--- config.mk ---
export PLATFORM = sky130hd
export DESIGN_NAME = sorted_priority_list
export DESIGN_NICKNAME = d
export VERILOG_FILES = /design/src/hw/rtl/spl_pkg.sv /design/src/hw/rtl/spl_cell.sv /design/src/hw/rtl/spl_chain.sv /design/src/hw/rtl/sorted_priority_list.sv
export VERILOG_INCLUDE_DIRS = /design/src /design/src/hw/rtl
export SDC_FILE = /design/constraint.sdc
export NUM_CORES = 2
export LEC_CHECK = 0
export BUFFER_PORTS_ARGS = -buffer_cell sky130_fd_sc_hd__buf_2
export CAP_MARGIN = 20
export CORE_AREA = 2 2 284 286
export DETAILED_ROUTE_END_ITERATION = 10
export DIE_AREA = 0 0 286 288
export GPL_TIMING_DRIVEN = 0
export PLACE_DENSITY = 0.78
export SYNTH_ARGS = -nofsm -noshare
export SYNTH_HDL_FRONTEND = slang
export SYNTH_HIERARCHICAL = 1
export SYNTH_SLANG_ARGS = --single-unit
--- constraint.sdc ---
create_clock -name aclk -period 14.9 [get_ports aclk]
set_clock_uncertainty 0.05 [all_clocks]
set_input_delay 0.745 -clock aclk [delete_from_list [all_inputs] [get_ports aclk]]
set_output_delay 0.745 -clock aclk [all_outputs]
set_load 0.05 [all_outputs]
--- src/hw/rtl/sorted_priority_list_macros.svh ---
// Assertion macros for the sorted priority list.
// Used by the top level; expects aclk and aresetn in scope.
`ifndef SORTED_PRIORITY_LIST_MACROS_SVH
`define SORTED_PRIORITY_LIST_MACROS_SVH

// Same-cycle implication, checked out of reset.
`define SPL_ASSERT_NOW(lbl, ante, cons, msg) \
    lbl: assert property (@(posedge aclk) disable iff (!aresetn) (ante) |-> (cons)) \
        else $error(msg);

// Next-cycle implication, checked out of reset.
`define SPL_ASSERT_NEXT(lbl, ante, cons, msg) \
    lbl: assert property (@(posedge aclk) disable iff (!aresetn) (ante) |=> (cons)) \
        else $error(msg);

`endif

--- src/hw/rtl/spl_pkg.sv ---
// Shared types, codes and helpers for the sorted priority list.
// No dependencies.
package spl_pkg;

    localparam int CAPACITY_DEF = 16;
    localparam int KEY_BITS_DEF = 32;

    localparam int PRIO_W   = 4;
    localparam int OP_W     = 2;
    localparam int STATUS_W = 2;

    localparam logic [PRIO_W-1:0] PRIO_MIN = 4'd1;
    localparam logic [PRIO_W-1:0] PRIO_MAX = 4'd10;

    // operation codes (s_tuser)
    localparam logic [OP_W-1:0] OP_INSERT = 2'd0;
    localparam logic [OP_W-1:0] OP_REMOVE = 2'd1;
    localparam logic [OP_W-1:0] OP_VIEW   = 2'd2;
    localparam logic [OP_W-1:0] OP_CLEAR  = 2'd3;

    // status codes (m_tuser)
    localparam logic [STATUS_W-1:0] ST_OK        = 2'd0;
    localparam logic [STATUS_W-1:0] ST_NOT_FOUND = 2'd1;
    localparam logic [STATUS_W-1:0] ST_FULL      = 2'd2;
    localparam logic [STATUS_W-1:0] ST_EMPTY     = 2'd3;

    // per-cycle commands broadcast to every cell
    localparam logic [1:0] CMD_HOLD   = 2'd0;
    localparam logic [1:0] CMD_INSERT = 2'd1;
    localparam logic [1:0] CMD_REMOVE = 2'd2;
    localparam logic [1:0] CMD_ROTATE = 2'd3;

    typedef struct packed {
        logic [1:0]        cmd;
        logic [PRIO_W-1:0] prio;
    } chain_ctl_t;

    typedef struct packed {
        logic any_hit;   // some occupied cell holds the key
        logic tail_hit;  // the last occupied cell holds the key
    } chain_stat_t;

    function automatic logic [PRIO_W-1:0] clamp_prio(input logic [PRIO_W-1:0] p);
        logic [PRIO_W-1:0] r;
        r = p;
        if (p < PRIO_MIN) r = PRIO_MIN;
        if (p > PRIO_MAX) r = PRIO_MAX;
        return r;
    endfunction

endpackage

--- src/hw/rtl/spl_cell.sv ---
// One slot of the sorted list: holds a key and a priority, trades them
// with its neighbors. Depends on spl_pkg.
module spl_cell #(
    parameter int KEY_BITS = spl_pkg::KEY_BITS_DEF
) (
    input  logic                      aclk,
    input  spl_pkg::chain_ctl_t       ctl,
    input  logic [KEY_BITS-1:0]       new_key,
    input  logic                      occ,
    input  logic                      wrap_sel,
    input  logic [KEY_BITS-1:0]       left_key,
    input  logic [spl_pkg::PRIO_W-1:0] left_prio,
    input  logic                      left_ext,
    input  logic                      left_hit,
    input  logic [KEY_BITS-1:0]       right_key,
    input  logic [spl_pkg::PRIO_W-1:0] right_prio,
    input  logic [KEY_BITS-1:0]       head_key,
    input  logic [spl_pkg::PRIO_W-1:0] head_prio,
    output logic [KEY_BITS-1:0]       key,
    output logic [spl_pkg::PRIO_W-1:0] prio,
    output logic                      ext,
    output logic                      hit,
    output logic                      match
);

    logic [KEY_BITS-1:0]        key_reg, key_next;
    logic [spl_pkg::PRIO_W-1:0] prio_reg, prio_next;

    // ext: this slot sits at or behind the insertion point (free slots count)
    assign match = occ && (key_reg == new_key);
    assign ext   = !occ || (prio_reg > ctl.prio);
    assign hit   = left_hit || match;
    assign key   = key_reg;
    assign prio  = prio_reg;

    always_comb begin
        key_next  = key_reg;
        prio_next = prio_reg;
        case (ctl.cmd)
            spl_pkg::CMD_INSERT: begin
                if (ext && left_ext) begin
                    key_next  = left_key;
                    prio_next = left_prio;
                end else if (ext) begin
                    key_next  = new_key;
                    prio_next = ctl.prio;
                end
            end
            spl_pkg::CMD_REMOVE: begin
                if (hit) begin
                    key_next  = right_key;
                    prio_next = right_prio;
                end
            end
            spl_pkg::CMD_ROTATE: begin
                if (wrap_sel) begin
                    key_next  = head_key;
                    prio_next = head_prio;
                end else begin
                    key_next  = right_key;
                    prio_next = right_prio;
                end
            end
            default: begin
                key_next  = key_reg;
                prio_next = prio_reg;
            end
        endcase
    end

    always_ff @(posedge aclk) begin
        key_reg  <= key_next;
        prio_reg <= prio_next;
    end

endmodule

--- src/hw/rtl/spl_chain.sv ---
// Row of spl_cell slots, front at index 0, with neighbor wiring and the
// occupancy decode from the entry count. Depends on spl_pkg, spl_cell.
module spl_chain #(
    parameter int CAPACITY = spl_pkg::CAPACITY_DEF,
    parameter int KEY_BITS = spl_pkg::KEY_BITS_DEF,
    localparam int CNT_W   = $clog2(CAPACITY + 1)
) (
    input  logic                       aclk,
    input  spl_pkg::chain_ctl_t        ctl,
    input  logic [KEY_BITS-1:0]        new_key,
    input  logic [CNT_W-1:0]           count,
    output spl_pkg::chain_stat_t       stat,
    output logic [KEY_BITS-1:0]        head_key,
    output logic [spl_pkg::PRIO_W-1:0] head_prio
);

    logic [KEY_BITS-1:0]        key_w  [CAPACITY];
    logic [spl_pkg::PRIO_W-1:0] prio_w [CAPACITY];
    logic [CAPACITY-1:0]        ext_w, hit_w, match_w, occ_w, wrap_w;

    assign head_key      = key_w[0];
    assign head_prio     = prio_w[0];
    assign stat.any_hit  = hit_w[CAPACITY-1];
    assign stat.tail_hit = |(match_w & wrap_w);

    for (genvar i = 0; i < CAPACITY; i++) begin : g_cell
        logic [KEY_BITS-1:0]        lk, rk;
        logic [spl_pkg::PRIO_W-1:0] lp, rp;
        logic                       le, lh;

        assign occ_w[i]  = CNT_W'(i) < count;
        assign wrap_w[i] = CNT_W'(i + 1) == count;

        if (i == 0) begin : g_front
            assign lk = '0;
            assign lp = '0;
            assign le = 1'b0;
            assign lh = 1'b0;
        end else begin : g_mid
            assign lk = key_w[i-1];
            assign lp = prio_w[i-1];
            assign le = ext_w[i-1];
            assign lh = hit_w[i-1];
        end

        if (i == CAPACITY - 1) begin : g_back
            assign rk = key_w[i];
            assign rp = prio_w[i];
        end else begin : g_inner
            assign rk = key_w[i+1];
            assign rp = prio_w[i+1];
        end

        spl_cell #(
            .KEY_BITS(KEY_BITS)
        ) u_cell (
            .aclk      (aclk),
            .ctl       (ctl),
            .new_key   (new_key),
            .occ       (occ_w[i]),
            .wrap_sel  (wrap_w[i]),
            .left_key  (lk),
            .left_prio (lp),
            .left_ext  (le),
            .left_hit  (lh),
            .right_key (rk),
            .right_prio(rp),
            .head_key  (key_w[0]),
            .head_prio (prio_w[0]),
            .key       (key_w[i]),
            .prio      (prio_w[i]),
            .ext       (ext_w[i]),
            .hit       (hit_w[i]),
            .match     (match_w[i])
        );
    end

endmodule

--- src/hw/rtl/sorted_priority_list.sv ---
// Sorted priority list: a chain of slot cells kept in ascending priority order.
// A new item is accepted every cycle that the result register is free and no
// view is in progress. View returns count items, one per cycle while the result
// register is free, by rotating the chain once through the front cell.
// Reset (aresetn low, synchronous) empties the list and the result register.
// Depends on spl_pkg, spl_chain, sorted_priority_list_macros.svh.
`include "sorted_priority_list_macros.svh"

module sorted_priority_list #(
    parameter int CAPACITY = spl_pkg::CAPACITY_DEF,
    parameter int KEY_BITS = spl_pkg::KEY_BITS_DEF,
    localparam int CNT_W      = $clog2(CAPACITY + 1),
    localparam int IN_DATA_W  = ((KEY_BITS + spl_pkg::PRIO_W + 7) / 8) * 8,
    localparam int OUT_DATA_W = ((KEY_BITS + spl_pkg::PRIO_W + CNT_W + 7) / 8) * 8
) (
    input  logic                           aclk,
    input  logic                           aresetn,
    input  logic                           s_tvalid,
    output logic                           s_tready,
    input  logic [IN_DATA_W-1:0]           s_tdata,   // key, priority_req
    input  logic [spl_pkg::OP_W-1:0]       s_tuser,   // op
    output logic                           m_tvalid,
    input  logic                           m_tready,
    output logic [OUT_DATA_W-1:0]          m_tdata,   // entry_key, entry_priority, position
    output logic [spl_pkg::STATUS_W-1:0]   m_tuser,   // status
    output logic                           m_tlast
);

    localparam logic ST_IDLE = 1'b0;
    localparam logic ST_VIEW = 1'b1;

    logic                          state_reg, state_next;
    logic [CNT_W-1:0]              count_reg, count_next;
    logic [CNT_W-1:0]              idx_reg, idx_next;
    logic                          ovalid_reg, ovalid_next;
    logic [spl_pkg::STATUS_W-1:0]  ostatus_reg, ostatus_next;
    logic [KEY_BITS-1:0]           okey_reg, okey_next;
    logic [spl_pkg::PRIO_W-1:0]    oprio_reg, oprio_next;
    logic [CNT_W-1:0]              opos_reg, opos_next;
    logic                          olast_reg, olast_next;

    logic                          out_free, in_acc;
    logic [KEY_BITS-1:0]           in_key;
    spl_pkg::chain_ctl_t           ctl;
    spl_pkg::chain_stat_t          stat;
    logic [KEY_BITS-1:0]           head_key;
    logic [spl_pkg::PRIO_W-1:0]    head_prio;

    assign out_free = !ovalid_reg || m_tready;
    assign s_tready = (state_reg == ST_IDLE) && out_free;
    assign in_acc   = s_tvalid && s_tready;
    assign in_key   = s_tdata[KEY_BITS-1:0];

    assign m_tvalid = ovalid_reg;
    assign m_tuser  = ostatus_reg;
    assign m_tlast  = olast_reg;
    assign m_tdata  = OUT_DATA_W'({opos_reg, oprio_reg, okey_reg});

    spl_chain #(
        .CAPACITY(CAPACITY),
        .KEY_BITS(KEY_BITS)
    ) u_chain (
        .aclk     (aclk),
        .ctl      (ctl),
        .new_key  (in_key),
        .count    (count_reg),
        .stat     (stat),
        .head_key (head_key),
        .head_prio(head_prio)
    );

    always_comb begin
        state_next   = state_reg;
        count_next   = count_reg;
        idx_next     = idx_reg;
        ovalid_next  = ovalid_reg && !m_tready;
        ostatus_next = ostatus_reg;
        okey_next    = okey_reg;
        oprio_next   = oprio_reg;
        opos_next    = opos_reg;
        olast_next   = olast_reg;
        ctl.cmd      = spl_pkg::CMD_HOLD;
        ctl.prio     = spl_pkg::clamp_prio(s_tdata[KEY_BITS +: spl_pkg::PRIO_W]);

        if (in_acc) begin
            // single-result ops: zero payload, last set
            ovalid_next  = 1'b1;
            ostatus_next = spl_pkg::ST_OK;
            okey_next    = '0;
            oprio_next   = '0;
            opos_next    = '0;
            olast_next   = 1'b1;
            case (s_tuser)
                spl_pkg::OP_INSERT: begin
                    if (count_reg == CNT_W'(CAPACITY)) begin
                        ostatus_next = spl_pkg::ST_FULL;
                    end else begin
                        ctl.cmd    = spl_pkg::CMD_INSERT;
                        count_next = count_reg + 1'b1;
                    end
                end
                spl_pkg::OP_REMOVE: begin
                    if (count_reg == '0) begin
                        ostatus_next = spl_pkg::ST_NOT_FOUND;
                    end else if (stat.tail_hit) begin
                        count_next = count_reg - 1'b1;
                    end else if (stat.any_hit) begin
                        ctl.cmd    = spl_pkg::CMD_REMOVE;
                        count_next = count_reg - 1'b1;
                    end else begin
                        ostatus_next = spl_pkg::ST_NOT_FOUND;
                    end
                end
                spl_pkg::OP_VIEW: begin
                    if (count_reg == '0) begin
                        ostatus_next = spl_pkg::ST_EMPTY;
                    end else begin
                        ovalid_next = 1'b0;
                        state_next  = ST_VIEW;
                        idx_next    = '0;
                    end
                end
                spl_pkg::OP_CLEAR: begin
                    count_next = '0;
                end
                default: begin
                    ostatus_next = spl_pkg::ST_OK;
                end
            endcase
        end else if (state_reg == ST_VIEW && out_free) begin
            // emit the front entry and rotate it to the back of the list
            ctl.cmd      = spl_pkg::CMD_ROTATE;
            ovalid_next  = 1'b1;
            ostatus_next = spl_pkg::ST_OK;
            okey_next    = head_key;
            oprio_next   = head_prio;
            opos_next    = idx_reg + 1'b1;
            olast_next   = (idx_reg + 1'b1) == count_reg;
            idx_next     = idx_reg + 1'b1;
            if ((idx_reg + 1'b1) == count_reg) begin
                state_next = ST_IDLE;
            end
        end
    end

    always_ff @(posedge aclk) begin
        if (!aresetn) begin
            state_reg  <= ST_IDLE;
            count_reg  <= '0;
            idx_reg    <= '0;
            ovalid_reg <= 1'b0;
        end else begin
            state_reg  <= state_next;
            count_reg  <= count_next;
            idx_reg    <= idx_next;
            ovalid_reg <= ovalid_next;
        end
    end

    always_ff @(posedge aclk) begin
        ostatus_reg <= ostatus_next;
        okey_reg    <= okey_next;
        oprio_reg   <= oprio_next;
        opos_reg    <= opos_next;
        olast_reg   <= olast_next;
    end

    `SPL_ASSERT_NOW(a_count_bound, 1'b1, count_reg <= CNT_W'(CAPACITY), "entry count over capacity")
    `SPL_ASSERT_NOW(a_view_index, state_reg == ST_VIEW, idx_reg < count_reg, "view index past list end")
    `SPL_ASSERT_NEXT(a_insert_grows, in_acc && s_tuser == spl_pkg::OP_INSERT && count_reg != CNT_W'(CAPACITY), count_reg == $past(count_reg) + 1'b1, "insert did not add an entry")

endmodule

==> impl_metrics.csv <==
group,metric,value,unit
timing,maxSlewHeadroom,15.7,%
layout,layout.filler_cells,6148,
timing,worstMarginPinSlew,1260,ps
min_path,classification_of_the_worst_slack_hold_path,"in -> reg",
worst_setup_path,worst-endpoint-required,15180,ps
synthesis,ys_ff_latch,632,
flow_run,max-cap-violations,0,
pwr,power.static_leakage,20.6,nW
timing,setup_repair_after_global_routing_missed_its_margin,"no",
grt,largest_net_degree_at_the_start_of_global_routing,37,
place,gpl.final_weighted_congestion,0.999,
layout,drive_above_1_share,10.8,%
synthesis,synth_seq_area_share,39.2,%
pwr,power.ir.vdd_worst,0.111,mV
worst_setup_path,critical_path_peak_fanout,20,
pwr,power-per-cell-area,104,mW/mm^2
synthesis,yosys_warnings,6,
clocking,clk_latency,640,ps
synthesis,synthDominantAreaCellType,"sky130_fd_sc_hd__edfxtp_1",
synthesis,synth_area_leaders,"sky130_fd_sc_hd__edfxtp_1 37%, sky130_fd_sc_hd__mux2i_1 29%, sky130_fd_sc_hd__xnor2_1 6.3%",
clocking,tritoncts_num_sinks,632,
place,buffer_ports.inserted,87,
clocking,clock_tree.htree_level_count,3,
floorplan,num_rows,104,
timing,post-route-min-period,9320,ps
floorplan,floorplan.die.width,286,um
clocking,cts-resized-gates,0,
clocking,cts_made_buffers,73,
grt,grt_pass1_wl,258,mm
worst_setup_path,critical_path.most_common_cell,"sky130_fd_sc_hd__inv_1",
grt,track_usage,43.2,%
worst_setup_path,criticalPathCategory,"reg -> reg",
floorplan,fp.dieH,288,um
synthesis,syn_std_cell_area,0.0471,sq mm
layout,area_growth_syn_to_layout,12.3,%
clocking,max-clock-path-buffers,3,
floorplan,boundaryPins,99,
clocking,clock_tree.root_cell,"sky130_fd_sc_hd__clkbuf_16",
grt,via_count_of_the_first_global_routing_pass,36900,
timing,timing_max_transition_violations_final,0,
pwr,final_total_power,5.49,mW
worst_setup_path,startpoint_kind_of_the_worst_setup_timing_path,"register",
worst_setup_path,setup.worst_path.end_class,"register",
timing,hold_fails_final_rpt,0,
place,dpl.hpwl,133,mm
layout,post-route-cell-area,0.0529,sq mm
synthesis,synth_enable_flop_cells,578,
timing,max_clock_freq,107,MHz
worst_setup_path,critical_path.slowest_cell,"sky130_fd_sc_hd__dfxtp_1",
synthesis,post-synth-top-area-fraction,36.9,%
timing,timing.final.crit_share,62.6,%
clocking,clkSlewWorstSetupHoldPaths,60,ps
grt,antenna_found_initial,5,
drt,ant_nets,0,
place,dp_area,0.0504,sq mm
synthesis,synth-main-ff-cell,"sky130_fd_sc_hd__edfxtp_1",
grt,overflow,0,
floorplan,floorplan.core_area,0.0796,sq mm
floorplan,die_area,0.0824,sq mm
drt,drcViolationCount,0,
worst_setup_path,worstRegToRegCells,44,
worst_setup_path,arrival,9600,ps
synthesis,syn_area_per_cell,11.5,sq um
timing,report.final.setup_viol,0,
synthesis,count_of_different_cell_masters_after_synthesis,69,
clocking,post_cts_hold_buffer_count,0,
status,outcome,"finished, final reports clean",
min_path,worstHoldPathCells,3,
drt,wl,183,mm
floorplan,floorplan.initialDensity,59.1,%
drt,routed-via-count,39100,
worst_setup_path,cp_slowest_stage_delay,720,ps
drt,post_drt_wl_per_cell,33.3,um
layout,fin_nets,4498,
drt,detailed_routing_iterations_pass_1,8,
synthesis,postSynth.asyncResetShare,0,%
clocking,cts_setup_buffers,0,
drt,routed_via_density,7.12,
synthesis,syn-instance-count,4107,
layout,largest_reg_flops,512,
drt,drt_iter0_drc,6138,
clocking,tritoncts,"yes",
-- Yosys cell counts (15+ instances only) --
master,instances
sky130_fd_sc_hd__nor2b_1,15
sky130_fd_sc_hd__a22o_1,21
sky130_fd_sc_hd__mux2i_1,1371
sky130_fd_sc_hd__nand4_1,80
sky130_fd_sc_hd__buf_4,20
sky130_fd_sc_hd__buf_12,15
sky130_fd_sc_hd__nand3_1,32
sky130_fd_sc_hd__and3_1,186
sky130_fd_sc_hd__clkbuf_1,122
sky130_fd_sc_hd__nand2b_1,16
sky130_fd_sc_hd__o21ai_1,38
sky130_fd_sc_hd__buf_6,43
sky130_fd_sc_hd__a211oi_1,180
sky130_fd_sc_hd__ha_1,72
sky130_fd_sc_hd__nor4_1,53
sky130_fd_sc_hd__xor2_1,184
sky130_fd_sc_hd__nand2_1,89
sky130_fd_sc_hd__inv_1,96
sky130_fd_sc_hd__a21oi_1,209
sky130_fd_sc_hd__nor2_1,44
sky130_fd_sc_hd__nor3_1,21
sky130_fd_sc_hd__dfxtp_1,54
sky130_fd_sc_hd__buf_2,57
sky130_fd_sc_hd__xnor2_1,340
sky130_fd_sc_hd__edfxtp_1,578
-- layer usage --
| metal | track usage (%) | vias up | part of all wire [%] |
|---|---|---|---|
| met1 | 58.6 | 18700 | 38 |
| met5 | 0.465 | - | 0.076 |
| met3 | 12.9 | 708 | 15 |
| li1 | - | 16100 | - |
| met2 | 59.7 | 3596 | 40 |
| met4 | 28.4 | 10 | 7.6 |
-- critical path, delay by kind of cell, from the launching register on --
kind	cells	cell delay, ps
buf+inv	20	3820
simple gates	6	1020
flops	1	720
compound gates	18	3370
-- kinds of logic (layout without fill, tap and decap cells) --
| group | count (synthesis) | in the layout | synth area share (%) |
|---|---|---|---|
| AOI/OAI and AO/OA | 548 | 548 | 8.01 |
| xor gates and xnor gates | 524 | 524 | 9.75 |
| adders and majority gates | 73 | 73 | 1.96 |
| buffers and inverters | 360 | 644 | 4.39 |
| DFF | 632 | 632 | 39.2 |
| muxes | 1374 | 1374 | 29.2 |
| other | 2 | 47 | 0.0160 |
| and+or+nand+nor | 594 | 594 | 7.47 |
-- power breakdown --
group / internal (mW) / switching [mW] / total [mW]
sequential: 2.15 / 0.221 / 2.37
combinational: 0.561 / 0.789 / 1.35
clock: 0.997 / 0.774 / 1.77
-- through the flow --
stage | setup WS (ps) | TNS (ps) | utilization, % | instances | hold slack (ps)
floorplan | 6060 | 0 | - | 4150 | 415
global placement | -1460 | -518050 | 61.5 | 5297 | 389
detailed placement | 5650 | 0 | 63.3 | 5355 | 392
CTS | 6060 | 0 | 66.1 | 5485 | 331
global route | 5620 | 0 | 66.4 | 5494 | 369
finish | 5580 | 0 | 66.4 | 5496 | 345
-- layout make-up --
| class | instances | area, sq um | area share (%) |
|---|---|---|---|
| multi-input combinational | 3158 | 26800 | 50.6 |
| sequential | 632 | 18400 | 34.9 |
| clock buffer | 97 | 2040 | 3.86 |
| timing repair buffer | 154 | 1990 | 3.76 |
| buffer | 258 | 1680 | 3.18 |
| tap | 1060 | 1330 | 2.51 |
| inverter | 102 | 383 | 0.724 |
| clock inverter | 33 | 223 | 0.421 |
| antenna | 2 | 5.00 | 0.00947 |
-- cell usage in the layout, fill, tap and decap left out, drive strengths merged, types with 5 or more instances in the layout --
cell / Yosys / routed
clkinv: 0 / 25
a21oi: 210 / 210
dfxtp: 54 / 54
conb: 2 / 45
buf: 136 / 290
a31o: 6 / 6
a211oi: 180 / 180
o21a: 7 / 7
nand2: 90 / 90
or3: 5 / 5
nor2b: 15 / 15
inv: 102 / 105
nand2b: 16 / 16
o211ai: 5 / 5
edfxtp: 578 / 578
and3: 186 / 186
nor4: 53 / 53
o31ai: 12 / 12
xnor2: 340 / 340
o21ai: 49 / 49
a22oi: 13 / 13
mux2i: 1371 / 1371
nor3: 22 / 22
clkbuf: 122 / 219
a22o: 21 / 21
a21bo: 16 / 16
nor3b: 12 / 12
nand3: 33 / 33
ha: 72 / 72
a21o: 6 / 6
a221o: 11 / 11
xor2: 184 / 184
nand4: 91 / 91
or4: 13 / 13
nand3b: 5 / 5
nor2: 48 / 48
-- path summary, 6_finish.rpt --
path / from / endpoint / slack [ps]
setup / recovery: count_reg[3] / u_chain/g_cell[7].u_cell/key[26] / 5580
hold / removal: s_tvalid / m_tvalid / 340
setup reg to reg: count_reg[3] / u_chain/g_cell[7].u_cell/key[26] / 5580
hold reg to reg: okey_reg[0] / okey_reg[0] / 420
(Power assumes the default switching activity.)
